--- src/sv/md5_message_digest_defines.svh ---
// Assertion macros for the MD5 digest block.
`ifndef MD5_MESSAGE_DIGEST_DEFINES_SVH
`define MD5_MESSAGE_DIGEST_DEFINES_SVH
`ifndef SYNTHESIS
`define MD5_ASSERT(lbl, clk, rst, prop) \
  lbl: assert property (@(posedge clk) disable iff (rst) (prop)) \
    else $error("md5 assertion failed");
`define MD5_ASSERT_NEXT(lbl, clk, rst, ante, cons) \
  lbl: assert property (@(posedge clk) disable iff (rst) (ante) |=> (cons)) \
    else $error("md5 assertion failed");
`else
`define MD5_ASSERT(lbl, clk, rst, prop)
`define MD5_ASSERT_NEXT(lbl, clk, rst, ante, cons)
`endif
`endif

--- src/sv/md5_pkg.sv ---
// Shared types, constants and round tables for the MD5 digest block.
`default_nettype none
package md5_pkg;

  localparam logic [31:0] IV_A = 32'h67452301;
  localparam logic [31:0] IV_B = 32'hefcdab89;
  localparam logic [31:0] IV_C = 32'h98badcfe;
  localparam logic [31:0] IV_D = 32'h10325476;

  localparam logic [5:0] LAST_POS = 6'h3F;
  localparam logic [5:0] LEN_POS  = 6'd56;
  localparam logic [6:0] ROUNDS   = 7'd64;

  // one classified transaction between front and back
  typedef struct packed {
    logic [7:0] data;
    logic       has_byte;
    logic       is_end;
  } cmd_t;

  typedef enum logic [2:0] {
    ST_IDLE,
    ST_COMP,
    ST_FIN,
    ST_PAD,
    ST_OUT
  } state_t;

  typedef enum logic [1:0] {
    RET_IDLE,
    RET_PAD,
    RET_OUT
  } ret_t;

  localparam logic [31:0] ROUND_K [64] = '{
    32'hd76aa478, 32'he8c7b756, 32'h242070db, 32'hc1bdceee,
    32'hf57c0faf, 32'h4787c62a, 32'ha8304613, 32'hfd469501,
    32'h698098d8, 32'h8b44f7af, 32'hffff5bb1, 32'h895cd7be,
    32'h6b901122, 32'hfd987193, 32'ha679438e, 32'h49b40821,
    32'hf61e2562, 32'hc040b340, 32'h265e5a51, 32'he9b6c7aa,
    32'hd62f105d, 32'h02441453, 32'hd8a1e681, 32'he7d3fbc8,
    32'h21e1cde6, 32'hc33707d6, 32'hf4d50d87, 32'h455a14ed,
    32'ha9e3e905, 32'hfcefa3f8, 32'h676f02d9, 32'h8d2a4c8a,
    32'hfffa3942, 32'h8771f681, 32'h6d9d6122, 32'hfde5380c,
    32'ha4beea44, 32'h4bdecfa9, 32'hf6bb4b60, 32'hbebfbc70,
    32'h289b7ec6, 32'heaa127fa, 32'hd4ef3085, 32'h04881d05,
    32'hd9d4d039, 32'he6db99e5, 32'h1fa27cf8, 32'hc4ac5665,
    32'hf4292244, 32'h432aff97, 32'hab9423a7, 32'hfc93a039,
    32'h655b59c3, 32'h8f0ccc92, 32'hffeff47d, 32'h85845dd1,
    32'h6fa87e4f, 32'hfe2ce6e0, 32'ha3014314, 32'h4e0811a1,
    32'hf7537e82, 32'hbd3af235, 32'h2ad7d2bb, 32'heb86d391
  };

  localparam logic [4:0] ROUND_S [16] = '{
    5'd7, 5'd12, 5'd17, 5'd22, 5'd5, 5'd9, 5'd14, 5'd20,
    5'd4, 5'd11, 5'd16, 5'd23, 5'd6, 5'd10, 5'd15, 5'd21
  };

  // message word index used by round r
  function automatic logic [3:0] msg_index(input logic [5:0] r);
    logic [3:0] rl;
    rl = r[3:0];
    case (r[5:4])
      2'd0:    msg_index = rl;
      2'd1:    msg_index = 4'(4'd1 + 4'(rl * 4'd5));
      2'd2:    msg_index = 4'(4'd5 + 4'(rl * 4'd3));
      default: msg_index = 4'(rl * 4'd7);
    endcase
  endfunction

endpackage
`default_nettype wire

--- src/sv/md5_front.sv ---
// Front part: accepts input transactions, drops empty ones, queues the rest.
`default_nettype none
module md5_front import md5_pkg::*; (
  input  wire logic       clk,
  input  wire logic       rst,
  input  wire logic       push,
  output logic            full,
  input  wire logic [7:0] data_byte,
  input  wire logic       byte_valid,
  input  wire logic       end_of_message,
  output logic            cmd_valid,
  output cmd_t            cmd,
  input  wire logic       cmd_ready
);

  cmd_t       q [2];
  logic       wr_ptr;
  logic       rd_ptr;
  logic [1:0] count;
  logic       do_wr;
  logic       do_rd;

  assign full      = (count == 2'd2);
  assign cmd_valid = (count != 2'd0);
  assign cmd       = q[rd_ptr];
  // items carrying neither byte nor end are accepted and discarded
  assign do_wr = push && !full && (byte_valid || end_of_message);
  assign do_rd = cmd_valid && cmd_ready;

  always_ff @(posedge clk) begin
    if (do_wr) begin
      q[wr_ptr] <= '{data: data_byte, has_byte: byte_valid, is_end: end_of_message};
    end
    if (rst) begin
      wr_ptr <= 1'b0;
      rd_ptr <= 1'b0;
      count  <= 2'd0;
    end else begin
      if (do_wr) wr_ptr <= !wr_ptr;
      if (do_rd) rd_ptr <= !rd_ptr;
      count <= 2'(count + {1'b0, do_wr} - {1'b0, do_rd});
    end
  end

endmodule
`default_nettype wire

--- src/sv/md5_back.sv ---
// Back part: block packing, padding, 64-round compression and digest output.
`default_nettype none
module md5_back import md5_pkg::*; (
  input  wire logic        clk,
  input  wire logic        rst,
  input  wire logic        cmd_valid,
  input  cmd_t             cmd,
  output logic             cmd_ready,
  output logic             empty,
  input  wire logic        pop,
  output logic [31:0]      digest_word,
  output logic [1:0]       word_index,
  output logic             last_word
);

  state_t      state, state_next;
  ret_t        ret, ret_next;
  logic [31:0] chain [4];
  logic [31:0] a, b, c, d;
  logic [6:0]  cnt, cnt_next;
  logic [63:0] bit_count, bit_count_next;
  logic [63:0] length, length_next;
  logic        pad_first, pad_first_next;
  logic        len_phase, len_phase_next;
  logic [1:0]  out_idx, out_idx_next;
  logic        out_valid, out_valid_next;

  logic [31:0] mem [16];
  logic [31:0] rdata;
  logic [3:0]  rd_addr;
  logic        wr_en;
  logic [7:0]  wr_byte;
  logic [5:0]  pos;
  logic        load_abcd;
  logic        do_round;
  logic        do_fin;
  logic        load_out;
  logic        load_iv;
  logic        use_len;

  logic [5:0]  r;
  logic [31:0] f;
  logic [31:0] sum;
  logic [63:0] rot_w;
  logic [31:0] new_b;

  assign pos       = bit_count[8:3];
  assign cmd_ready = (state == ST_IDLE);
  assign empty     = !out_valid;
  assign rd_addr   = msg_index(cnt[5:0]);
  assign use_len   = !pad_first && (len_phase || pos == LEN_POS);

  // round datapath
  assign r = 6'(cnt - 7'd1);
  always_comb begin
    case (r[5:4])
      2'd0:    f = (b & c) | (~b & d);
      2'd1:    f = (b & d) | (c & ~d);
      2'd2:    f = b ^ c ^ d;
      default: f = c ^ (b | ~d);
    endcase
    sum   = a + f + ROUND_K[r] + rdata;
    rot_w = {sum, sum} << ROUND_S[{r[5:4], r[1:0]}];
    new_b = b + rot_w[63:32];
  end

  // next state and control
  always_comb begin
    state_next     = state;
    ret_next       = ret;
    cnt_next       = cnt;
    bit_count_next = bit_count;
    length_next    = length;
    pad_first_next = pad_first;
    len_phase_next = len_phase;
    out_idx_next   = out_idx;
    out_valid_next = out_valid && !pop;
    wr_en          = 1'b0;
    wr_byte        = cmd.data;
    load_abcd      = 1'b0;
    do_round       = 1'b0;
    do_fin         = 1'b0;
    load_out       = 1'b0;
    load_iv        = 1'b0;
    case (state)
      ST_IDLE: begin
        if (cmd_valid) begin
          if (cmd.is_end) begin
            length_next    = cmd.has_byte ? 64'(bit_count + 64'd8) : bit_count;
            pad_first_next = 1'b1;
            len_phase_next = 1'b0;
            state_next     = ST_PAD;
          end
          if (cmd.has_byte) begin
            wr_en          = 1'b1;
            bit_count_next = 64'(bit_count + 64'd8);
            if (pos == LAST_POS) begin
              load_abcd  = 1'b1;
              cnt_next   = 7'd0;
              ret_next   = cmd.is_end ? RET_PAD : RET_IDLE;
              state_next = ST_COMP;
            end
          end
        end
      end
      ST_PAD: begin
        wr_en          = 1'b1;
        wr_byte        = pad_first ? 8'h80 :
                         use_len   ? length[{pos[2:0], 3'b000} +: 8] : 8'h00;
        bit_count_next = 64'(bit_count + 64'd8);
        pad_first_next = 1'b0;
        if (use_len) len_phase_next = 1'b1;
        if (pos == LAST_POS) begin
          load_abcd  = 1'b1;
          cnt_next   = 7'd0;
          ret_next   = use_len ? RET_OUT : RET_PAD;
          state_next = ST_COMP;
        end
      end
      ST_COMP: begin
        cnt_next = 7'(cnt + 7'd1);
        if (cnt != 7'd0) do_round = 1'b1;
        if (cnt == ROUNDS) state_next = ST_FIN;
      end
      ST_FIN: begin
        do_fin = 1'b1;
        case (ret)
          RET_OUT: begin
            out_idx_next = 2'd0;
            state_next   = ST_OUT;
          end
          RET_PAD: state_next = ST_PAD;
          default: state_next = ST_IDLE;
        endcase
      end
      ST_OUT: begin
        if (!out_valid || pop) begin
          load_out       = 1'b1;
          out_valid_next = 1'b1;
          out_idx_next   = 2'(out_idx + 2'd1);
          if (out_idx == 2'd3) begin
            load_iv        = 1'b1;
            bit_count_next = 64'd0;
            state_next     = ST_IDLE;
          end
        end
      end
      default: state_next = ST_IDLE;
    endcase
  end

  // state register and control
  always_ff @(posedge clk) begin
    if (rst) begin
      state     <= ST_IDLE;
      ret       <= RET_IDLE;
      cnt       <= 7'd0;
      bit_count <= 64'd0;
      pad_first <= 1'b0;
      len_phase <= 1'b0;
      out_idx   <= 2'd0;
      out_valid <= 1'b0;
    end else begin
      state     <= state_next;
      ret       <= ret_next;
      cnt       <= cnt_next;
      bit_count <= bit_count_next;
      pad_first <= pad_first_next;
      len_phase <= len_phase_next;
      out_idx   <= out_idx_next;
      out_valid <= out_valid_next;
    end
  end

  // chaining words
  always_ff @(posedge clk) begin
    if (rst || load_iv) begin
      chain[0] <= IV_A;
      chain[1] <= IV_B;
      chain[2] <= IV_C;
      chain[3] <= IV_D;
    end else if (do_fin) begin
      chain[0] <= chain[0] + a;
      chain[1] <= chain[1] + b;
      chain[2] <= chain[2] + c;
      chain[3] <= chain[3] + d;
    end
  end

  // working registers and payload
  always_ff @(posedge clk) begin
    length <= length_next;
    if (load_abcd) begin
      a <= chain[0];
      b <= chain[1];
      c <= chain[2];
      d <= chain[3];
    end else if (do_round) begin
      a <= d;
      d <= c;
      c <= b;
      b <= new_b;
    end
    if (load_out) begin
      digest_word <= chain[out_idx];
      word_index  <= out_idx;
      last_word   <= (out_idx == 2'd3);
    end
  end

  // block buffer, byte-lane writes, registered word read
  always_ff @(posedge clk) begin
    if (wr_en) mem[pos[5:2]][{pos[1:0], 3'b000} +: 8] <= wr_byte;
    rdata <= mem[rd_addr];
  end

endmodule
`default_nettype wire

--- src/sv/md5_message_digest.sv ---
// Top level of the MD5 digest block: front queue and back engine.
// Input transactions enter a two-entry queue at one per cycle while it has
// room. The back engine takes one queued byte per cycle while it is idle;
// each completed 64-byte block then runs one word prefetch, 64 rounds of the
// single round unit and one chaining add. An end of message adds 9 to 72
// padding bytes, one or two compressions, and four result words.
// Results are held in an output register and taken with pop.
`default_nettype none
`include "md5_message_digest_defines.svh"
module md5_message_digest import md5_pkg::*; (
  input  wire logic        clk,
  input  wire logic        rst,
  input  wire logic        push,
  output logic             full,
  input  wire logic [7:0]  data_byte,
  input  wire logic        byte_valid,
  input  wire logic        end_of_message,
  output logic             empty,
  input  wire logic        pop,
  output logic [31:0]      digest_word,
  output logic [1:0]       word_index,
  output logic             last_word
);

  logic cmd_valid;
  logic cmd_ready;
  cmd_t cmd;

  md5_front u_front (
    .clk            (clk),
    .rst            (rst),
    .push           (push),
    .full           (full),
    .data_byte      (data_byte),
    .byte_valid     (byte_valid),
    .end_of_message (end_of_message),
    .cmd_valid      (cmd_valid),
    .cmd            (cmd),
    .cmd_ready      (cmd_ready)
  );

  md5_back u_back (
    .clk         (clk),
    .rst         (rst),
    .cmd_valid   (cmd_valid),
    .cmd         (cmd),
    .cmd_ready   (cmd_ready),
    .empty       (empty),
    .pop         (pop),
    .digest_word (digest_word),
    .word_index  (word_index),
    .last_word   (last_word)
  );

  // assertions
  `MD5_ASSERT(a_last_idx, clk, rst, empty || (last_word == (word_index == 2'd3)))
  `MD5_ASSERT_NEXT(a_burst, clk, rst, !empty && pop && !last_word, !empty)
  `MD5_ASSERT_NEXT(a_idx_step, clk, rst, !empty && pop && !last_word, word_index == 2'($past(word_index) + 2'd1))

endmodule
`default_nettype wire

--- config.mk ---
export PLATFORM = sky130hd
export DESIGN_NAME = md5_message_digest
export DESIGN_NICKNAME = d
export VERILOG_FILES = /design/src/sv/md5_pkg.sv /design/src/sv/md5_front.sv /design/src/sv/md5_back.sv /design/src/sv/md5_message_digest.sv
export VERILOG_INCLUDE_DIRS = /design/src /design/src/sv
export SDC_FILE = /design/constraint.sdc
export NUM_CORES = 2
export LEC_CHECK = 0
export BUFFER_PORTS_ARGS = -buffer_cell sky130_fd_sc_hd__buf_4
export CAP_MARGIN = 10
export CORE_MARGIN = 2
export CORE_UTILIZATION = 40
export DETAILED_ROUTE_END_ITERATION = 8
export MAX_ROUTING_LAYER = met4
export SETUP_SLACK_MARGIN = 0.2
export SYNTH_ARGS = -nofsm -noshare
export SYNTH_HDL_FRONTEND = slang
export SYNTH_HIERARCHICAL = 1
export SYNTH_SLANG_ARGS = --single-unit
--- constraint.sdc ---
create_clock -name clk -period 18.6 [get_ports clk]
set_clock_uncertainty 0.05 [all_clocks]
set_input_delay 1.86 -clock clk [delete_from_list [all_inputs] [get_ports clk]]
set_output_delay 1.86 -clock clk [all_outputs]
set_load 0.005 [all_outputs]
-- Word level (Yosys, flattened, before mapping)
Memory sizes are Yosys's and may differ from the RTL's. A register that Yosys moved wholly into a read port is not among the register bits.
Index checks and enable logic that the tools add are counted.
- bits of input ports: 14
- memories kept: 5
- RAM bits: 660
- word-level logic and storage cells: 210
- flip-flop bits (word level): 280
- memory bits (read-only): 2128
- output and inout bits: 37
- memories (name ; depth ; width ; rd ports ; clocked after Yosys merged registers in ; wr ports ; RTL line ; RTL):
    (no name shown) ; 64 ; 32 ; 1 ; 0 ; 0 ; md5_back.sv:62 ; sum = a + f + ROUND_K[r] + rdata;
    u_back.mem ; 16 ; 32 ; 1 ; 1 ; 1 ; md5_back.sv:28 ; logic [31:0] mem [16];
    u_back.chain ; 4 ; 32 ; 5 ; 1 ; 4 ; md5_back.sv:18 ; logic [31:0] chain [4];
    (no name shown) ; 16 ; 5 ; 1 ; 0 ; 0 ; md5_back.sv:63 ; rot_w = {sum, sum} << ROUND_S[{r[5:4], r[1:0]}];
    u_front.q ; 2 ; 10 ; 1 ; 1 ; 1 ; md5_front.sv:16 ; cmd_t q [2];
- mux-type cells: 85
- $add $sub $neg: 17
- $mul: 3
- reductions and logical operators: 33
- shift-type cells: 4
- $lt $le $gt $ge: 2
- equal/unequal tests: 25
- bitwise gates (word level): 18
- operators by type and width (cell ; number):
    32-bit 2-to-1 mux ; 15
    32-bit adder ; 8
    64-bit 2-to-1 mux ; 4
    64-bit case mux with 3 select lines ; 1
    32-bit bitwise AND ; 4
    32-bit OR ; 3
    32-bit case mux with 3 select lines ; 1
    32-bit XOR ; 3
    64-bit by 4-bit adder with 64-bit output (second input constant) ; 1
    32-bit inverter ; 2
    64-bit by 7-bit variable part select with 8-bit output ; 1
    64-bit by 5-bit << shifter with 64-bit output ; 1
    8-bit by 7-bit variable shift with 32-bit output (first input constant) ; 1
    8-bit by 7-bit variable part select with 32-bit output ; 1
    1-bit 2-to-1 mux ; 31
    3-bit 2-to-1 mux ; 8
    8-bit 2-to-1 mux ; 3
    7-bit 2-to-1 mux ; 3
    7-bit case mux with 3 select lines ; 1
    2-bit by 1-bit != test with 1-bit output (second input constant) ; 9
    3-bit case mux with 5 select lines ; 1
    2-bit 2-to-1 mux ; 7
    6-bit == test (second input constant) ; 2
    4-bit case mux with 3 select lines ; 1
    37 further kinds ; 75

-- Longest topological paths before layout
- depth in word-level cells: 11
- gate-level depth with buffers: 47
- depth with buffers taken out: 39

-- By module
Netlist, hierarchy kept.
- modules (own cells, without submodules) (module ; seq. area each (um^2) ; area an instance (um^2) ; instances ; cells an instance):
    md5_back ; 28147.0 ; 57735.4 ; 1 ; 5357
    md5_front ; 700.7 ; 969.7 ; 1 ; 58

-- Least setup slack after synthesis
OpenSTA, ideal clock, no wires.
- path kind: input-to-reg
- start: in pop
- end: mem u_back.chain[0][0], enable pin
- library setup time: 792 ps
- slack: 6740 ps
- data arrival time: 11018 ps
- cell stages on the path: 3
- cells stage by stage: nand2b_1 > nand2_1 > o21ai_0
- RTL lines (item ; RTL line ; RTL):
    from (decl) ; md5_message_digest.sv:19 ; input wire logic pop,
    to (decl) ; md5_back.sv:18 ;

-- Worst setup path in the final report
- start: reg u_back.cnt[1]
- end: reg u_back.b[31], data pin
- cells in the longest elaborated chain, start to end: 11
- elaborated cells on any way between the ends: 20
- classes of those cells: add/sub: 5; eq/ne: 2; shift: 1; mux: 7; bitwise: 2; reduce/logical: 1; memory: 2
- ends and longest elaborated chain (item ; RTL line ; RTL):
    from (decl) ; md5_back.sv:20 ; logic [6:0] cnt, cnt_next;
    from (signal assigned) ; md5_back.sv:166 ; cnt <= cnt_next;
    6-bit by 1-bit subtractor with 6-bit output * ; md5_back.sv:54 ; assign r = 6'(cnt - 7'd1);
    branches (longest 6 deep; another with 32-bit adder) ; - ;
    64-bit by 5-bit << shifter with 64-bit output * ; md5_back.sv:63 ;
    32-bit adder * ; md5_back.sv:64 ; new_b = b + rot_w[63:32];
    32-bit 2-to-1 mux * ; md5_back.sv:198 ; end else if (do_round) begin
    32-bit 2-to-1 mux * ; md5_back.sv:193 ; if (load_abcd) begin
    to (signal assigned) ; md5_back.sv:195 ; b <= chain[1];
    to (signal assigned) ; md5_back.sv:202 ; b <= new_b;
    to (decl) ; md5_back.sv:19 ; logic [31:0] a, b, c, d;
Mark *: on every way between the ends. The select of a mux whose other input is x is not followed.
A chain may end at the register's enable or synchronous reset.

==> results.md <==
* Synthesized area at 58710 um2
* Hold EP: u_back/pad_first
* CTS max path bufs at 3
* YS warnings at 6
* Top cells by area, synth: edfxtp_1 45%, mux4_2 6.8%, ha_1 4.8%, nand2_1 4.5%, dfxtp_1 3.9%
* Achievable frequency at 80.96 MHz
* H-tree depth at 3
* Reg-to-reg setup timing slack at 6.25 ns
* Ys flop type: edfxtp_1
* Final wirelength at 178500 um
* Final min period at 12.35 ns
* Min-delay src: u_back/pad_first
* Crit path launch type: flip-flop
* Async set-reset flop share out of synthesis at 0
* Worst-case reg-to-reg path depth at 36
* Most frequent cell after synthesis: edfxtp_1
* Crit path top cell by count: o21ai_0
* Count of final hold-check violations at 0
* CTS buffer count at 107
* Skew-Pair Late Insertion Delay at 0.76 ns
* Pre-Repair DR Iteration Count at 6
* Reg-to-reg startpoint: u_back/cnt[1]
* Avg Synthesized Cell Area at 10.84 um2
* Post-synth EDFFs at 884
* Post-Syn Instances at 5415
* Worst-path clk slew at 0.07 ns
* FILL cells at 13590
* Netlist cell types at 110
* Setup bufs post-CTS at 0
* Vias in the first global route at 41460
* Core ar. at 145700 um2
* Drt wl/cell at 24.30 um
* Max stage delay cell, worst path: dfxtp_1
* Hold buffer count at cts at 0
* Unrepaired setup endpoints after global routing: false
* Sequential area share after synthesis at 0.4914
* Synth top cells by count: 884 x edfxtp_1, 704 x nand2_1, 532 x nor2_1, 388 x a21oi_1, 260 x o21ai_0
* Max Cap Viol at 0
* CP Capture Type: flip-flop
* Setup TNS at 0 ns
* #FFs+latches synth at 999
* Worst Path Arrival at 12.75 ns
* Multi-input logic area at 28030 um2
* Post-cts resize count at 0
* Synth top area share at 0.4522
* Cell row count at 140
* Crit-path max FO at 75
* Die X at 387.1 um
* Vias at 43310
* First-pass GRT wire length at 267500 um
* Initial antenna violation count at 1
* Area delta synth->final at 10.02%
* Final Cycle Share at 0.6641
* Worst Hold Class: reg -> reg
* Die extent in y at 387.1 um
* Hold path depth at 2
* Slowest Stage Delay on Critical Path at 0.92 ns
* Clk sinks at 999
* Critical Path RT at 19.00 ns
* CTS tree: done
* HPWL after DPL at 125300 um
* Starting Density at 0.4028
* Outcome: finished, final reports clean
* Setup CP Type: reg -> reg
* Root buf cell: clkbuf_16
* Worst r2r dst: u_back/b[31]
* ANT nets after route at 0
* Mapped Nets at 5724
* Io pins at 51
* Total grt overflow at 0
* Die ar. at 149800 um2
* Worst slew pin tran at 1.192 ns
* Leading area contributor after synthesis: edfxtp_1
* # setup viols final at 0
* Pins over their slew limit at 0
* DRC violations left at 0
* Max transition margin at 0.2021
* Largest net degree at the start of global routing at 129
* GRT Overall Usage at 0.2406
* FF+latch area at 28850 um2
* Layout cells sized above 1 at 0.1025
* DR iter-0 viols at 4414
* Vias per cell at 5.896
* Port Buffers at 50
* Fin nets at 5645
* Gpl congestion at 0.9604
worst max-delay path, delay by kind of cell, from the launching register on:
kind                       cells  cell delay (ns)
adders and majority gates      4             1.46
buffers and inverters          3             1.29
xor gates and xnor gates       2             0.73
muxes                          2             0.54
DFF                            1             0.92
AOI/OAI and AO/OA             20             5.35
and+or+nand+nor                5             1.57
how the worst max path moves through the flow:
stage / start / end / slack, ns / cells past startpoint
after floorplan: pop / u_back/chain[0][0] / 6.74 / 3
after global placement: u_back/cnt[1] / u_back/b[31] / 6.85 / 34
after detailed placement: u_back/cnt[1] / u_back/b[31] / 6.67 / 38
after CTS: u_back/cnt[1] / u_back/b[31] / 6.55 / 38
after global routing: u_back/cnt[1] / u_back/b[31] / 5.42 / 35
final: u_back/cnt[1] / u_back/b[31] / 6.25 / 36
cells by family (layout without fill, tap and decap cells):
kind of cell | count (synthesis) | count (layout) | synth area share
AO/OA/AOI/OAI | 1271 | 1271 | 0.1377
XOR/XNOR | 280 | 280 | 0.04258
adder cells (fa/ha/maj) | 295 | 295 | 0.07195
buffers and inverters | 499 | 511 | 0.03329
flip-flops | 999 | 999 | 0.4914
multiplexers | 298 | 298 | 0.08915
other | 0 | 1 | 0
AND/OR/NAND/NOR | 1773 | 1773 | 0.1340
flip-flops by register name, summed over array words and instances, names as in the netlist, 2 cells and up, named ones only:
| signal | cells |
|---|---|
| u_back/length | 61 |
| u_back/mem | 512 |
| u_front/q | 20 |
| u_back/c | 32 |
| u_front/count | 2 |
| u_back/state | 3 |
| u_back/b | 32 |
| u_back/chain | 128 |
| u_back/d | 32 |
| u_back/ret | 2 |
| u_back/word_index | 2 |
| u_back/rdata | 32 |
| u_back/a | 32 |
| u_back/cnt | 7 |
| u_back/digest_word | 32 |
| u_back/out_idx | 2 |
| u_back/bit_count | 61 |
per-layer routing:
layer / vias to the layer above / part of all wire / track usage
met4: 0 / 0.032 / 0.07692
met5: - / 0 / -
li1: 19930 / - / -
met2: 1521 / 0.46 / 0.3693
met3: 262 / 0.064 / 0.03765
met1: 21600 / 0.44 / 0.3277
per-stage QoR:
| step | worst slack (ns) | hold WS (ns) | std cells | util | instance area (um2) |
|---|---|---|---|---|---|
| floorplan | 6.740 | 0.3823 | 5415 | - | 58710 |
| global placement | 6.846 | 0.4030 | 7142 | 0.4178 | 60890 |
| detailed placement | 6.669 | 0.4317 | 7142 | 0.4178 | 60890 |
| CTS | 6.547 | 0.4420 | 7342 | 0.4430 | 64570 |
| global route | 5.425 | 0.4701 | 7344 | 0.4431 | 64580 |
| finish | 6.248 | 0.4463 | 7345 | 0.4431 | 64580 |
area by class of cell:
cell class / count / share of cell area
diodes: 1 / 0.00003875
flip-flops and latches: 999 / 0.4467
clock inverters: 73 / 0.01362
multi-input cells: 3917 / 0.4341
well taps: 1917 / 0.03714
inverters: 193 / 0.01126
repair buffers: 118 / 0.01391
clock buffers: 127 / 0.04324
cells in the final DEF, fill, tap and decap left out, drive strengths merged, types with 20 or more instances in the layout:
cell    synthesis  routed
clkinv          4      52
dfxtp         115     115
o21bai         22      22
o31ai          20      20
and3           47      47
a21oi         392     392
a21o           81      81
mux2           29      29
fa             71      71
nor2b          59      59
buf            96     118
nor3          111     111
inv           189     194
o211ai         24      24
a311oi         44      44
a211oi         85      85
or3            28      28
a31oi          96      96
nor2          534     534
nand3         112     112
nand2b         22      22
xnor2         171     171
ha            224     224
o21ai         277     277
xor2          108     108
nand2         706     706
mux4          177     177
nand4          38      38
edfxtp        884     884
and2           36      36
clkbuf        210     127
mux2i          92      92
o21a           48      48
Power is not shown: default switching activity piles up to over one toggle a cycle in this logic, so the estimate is an artifact.
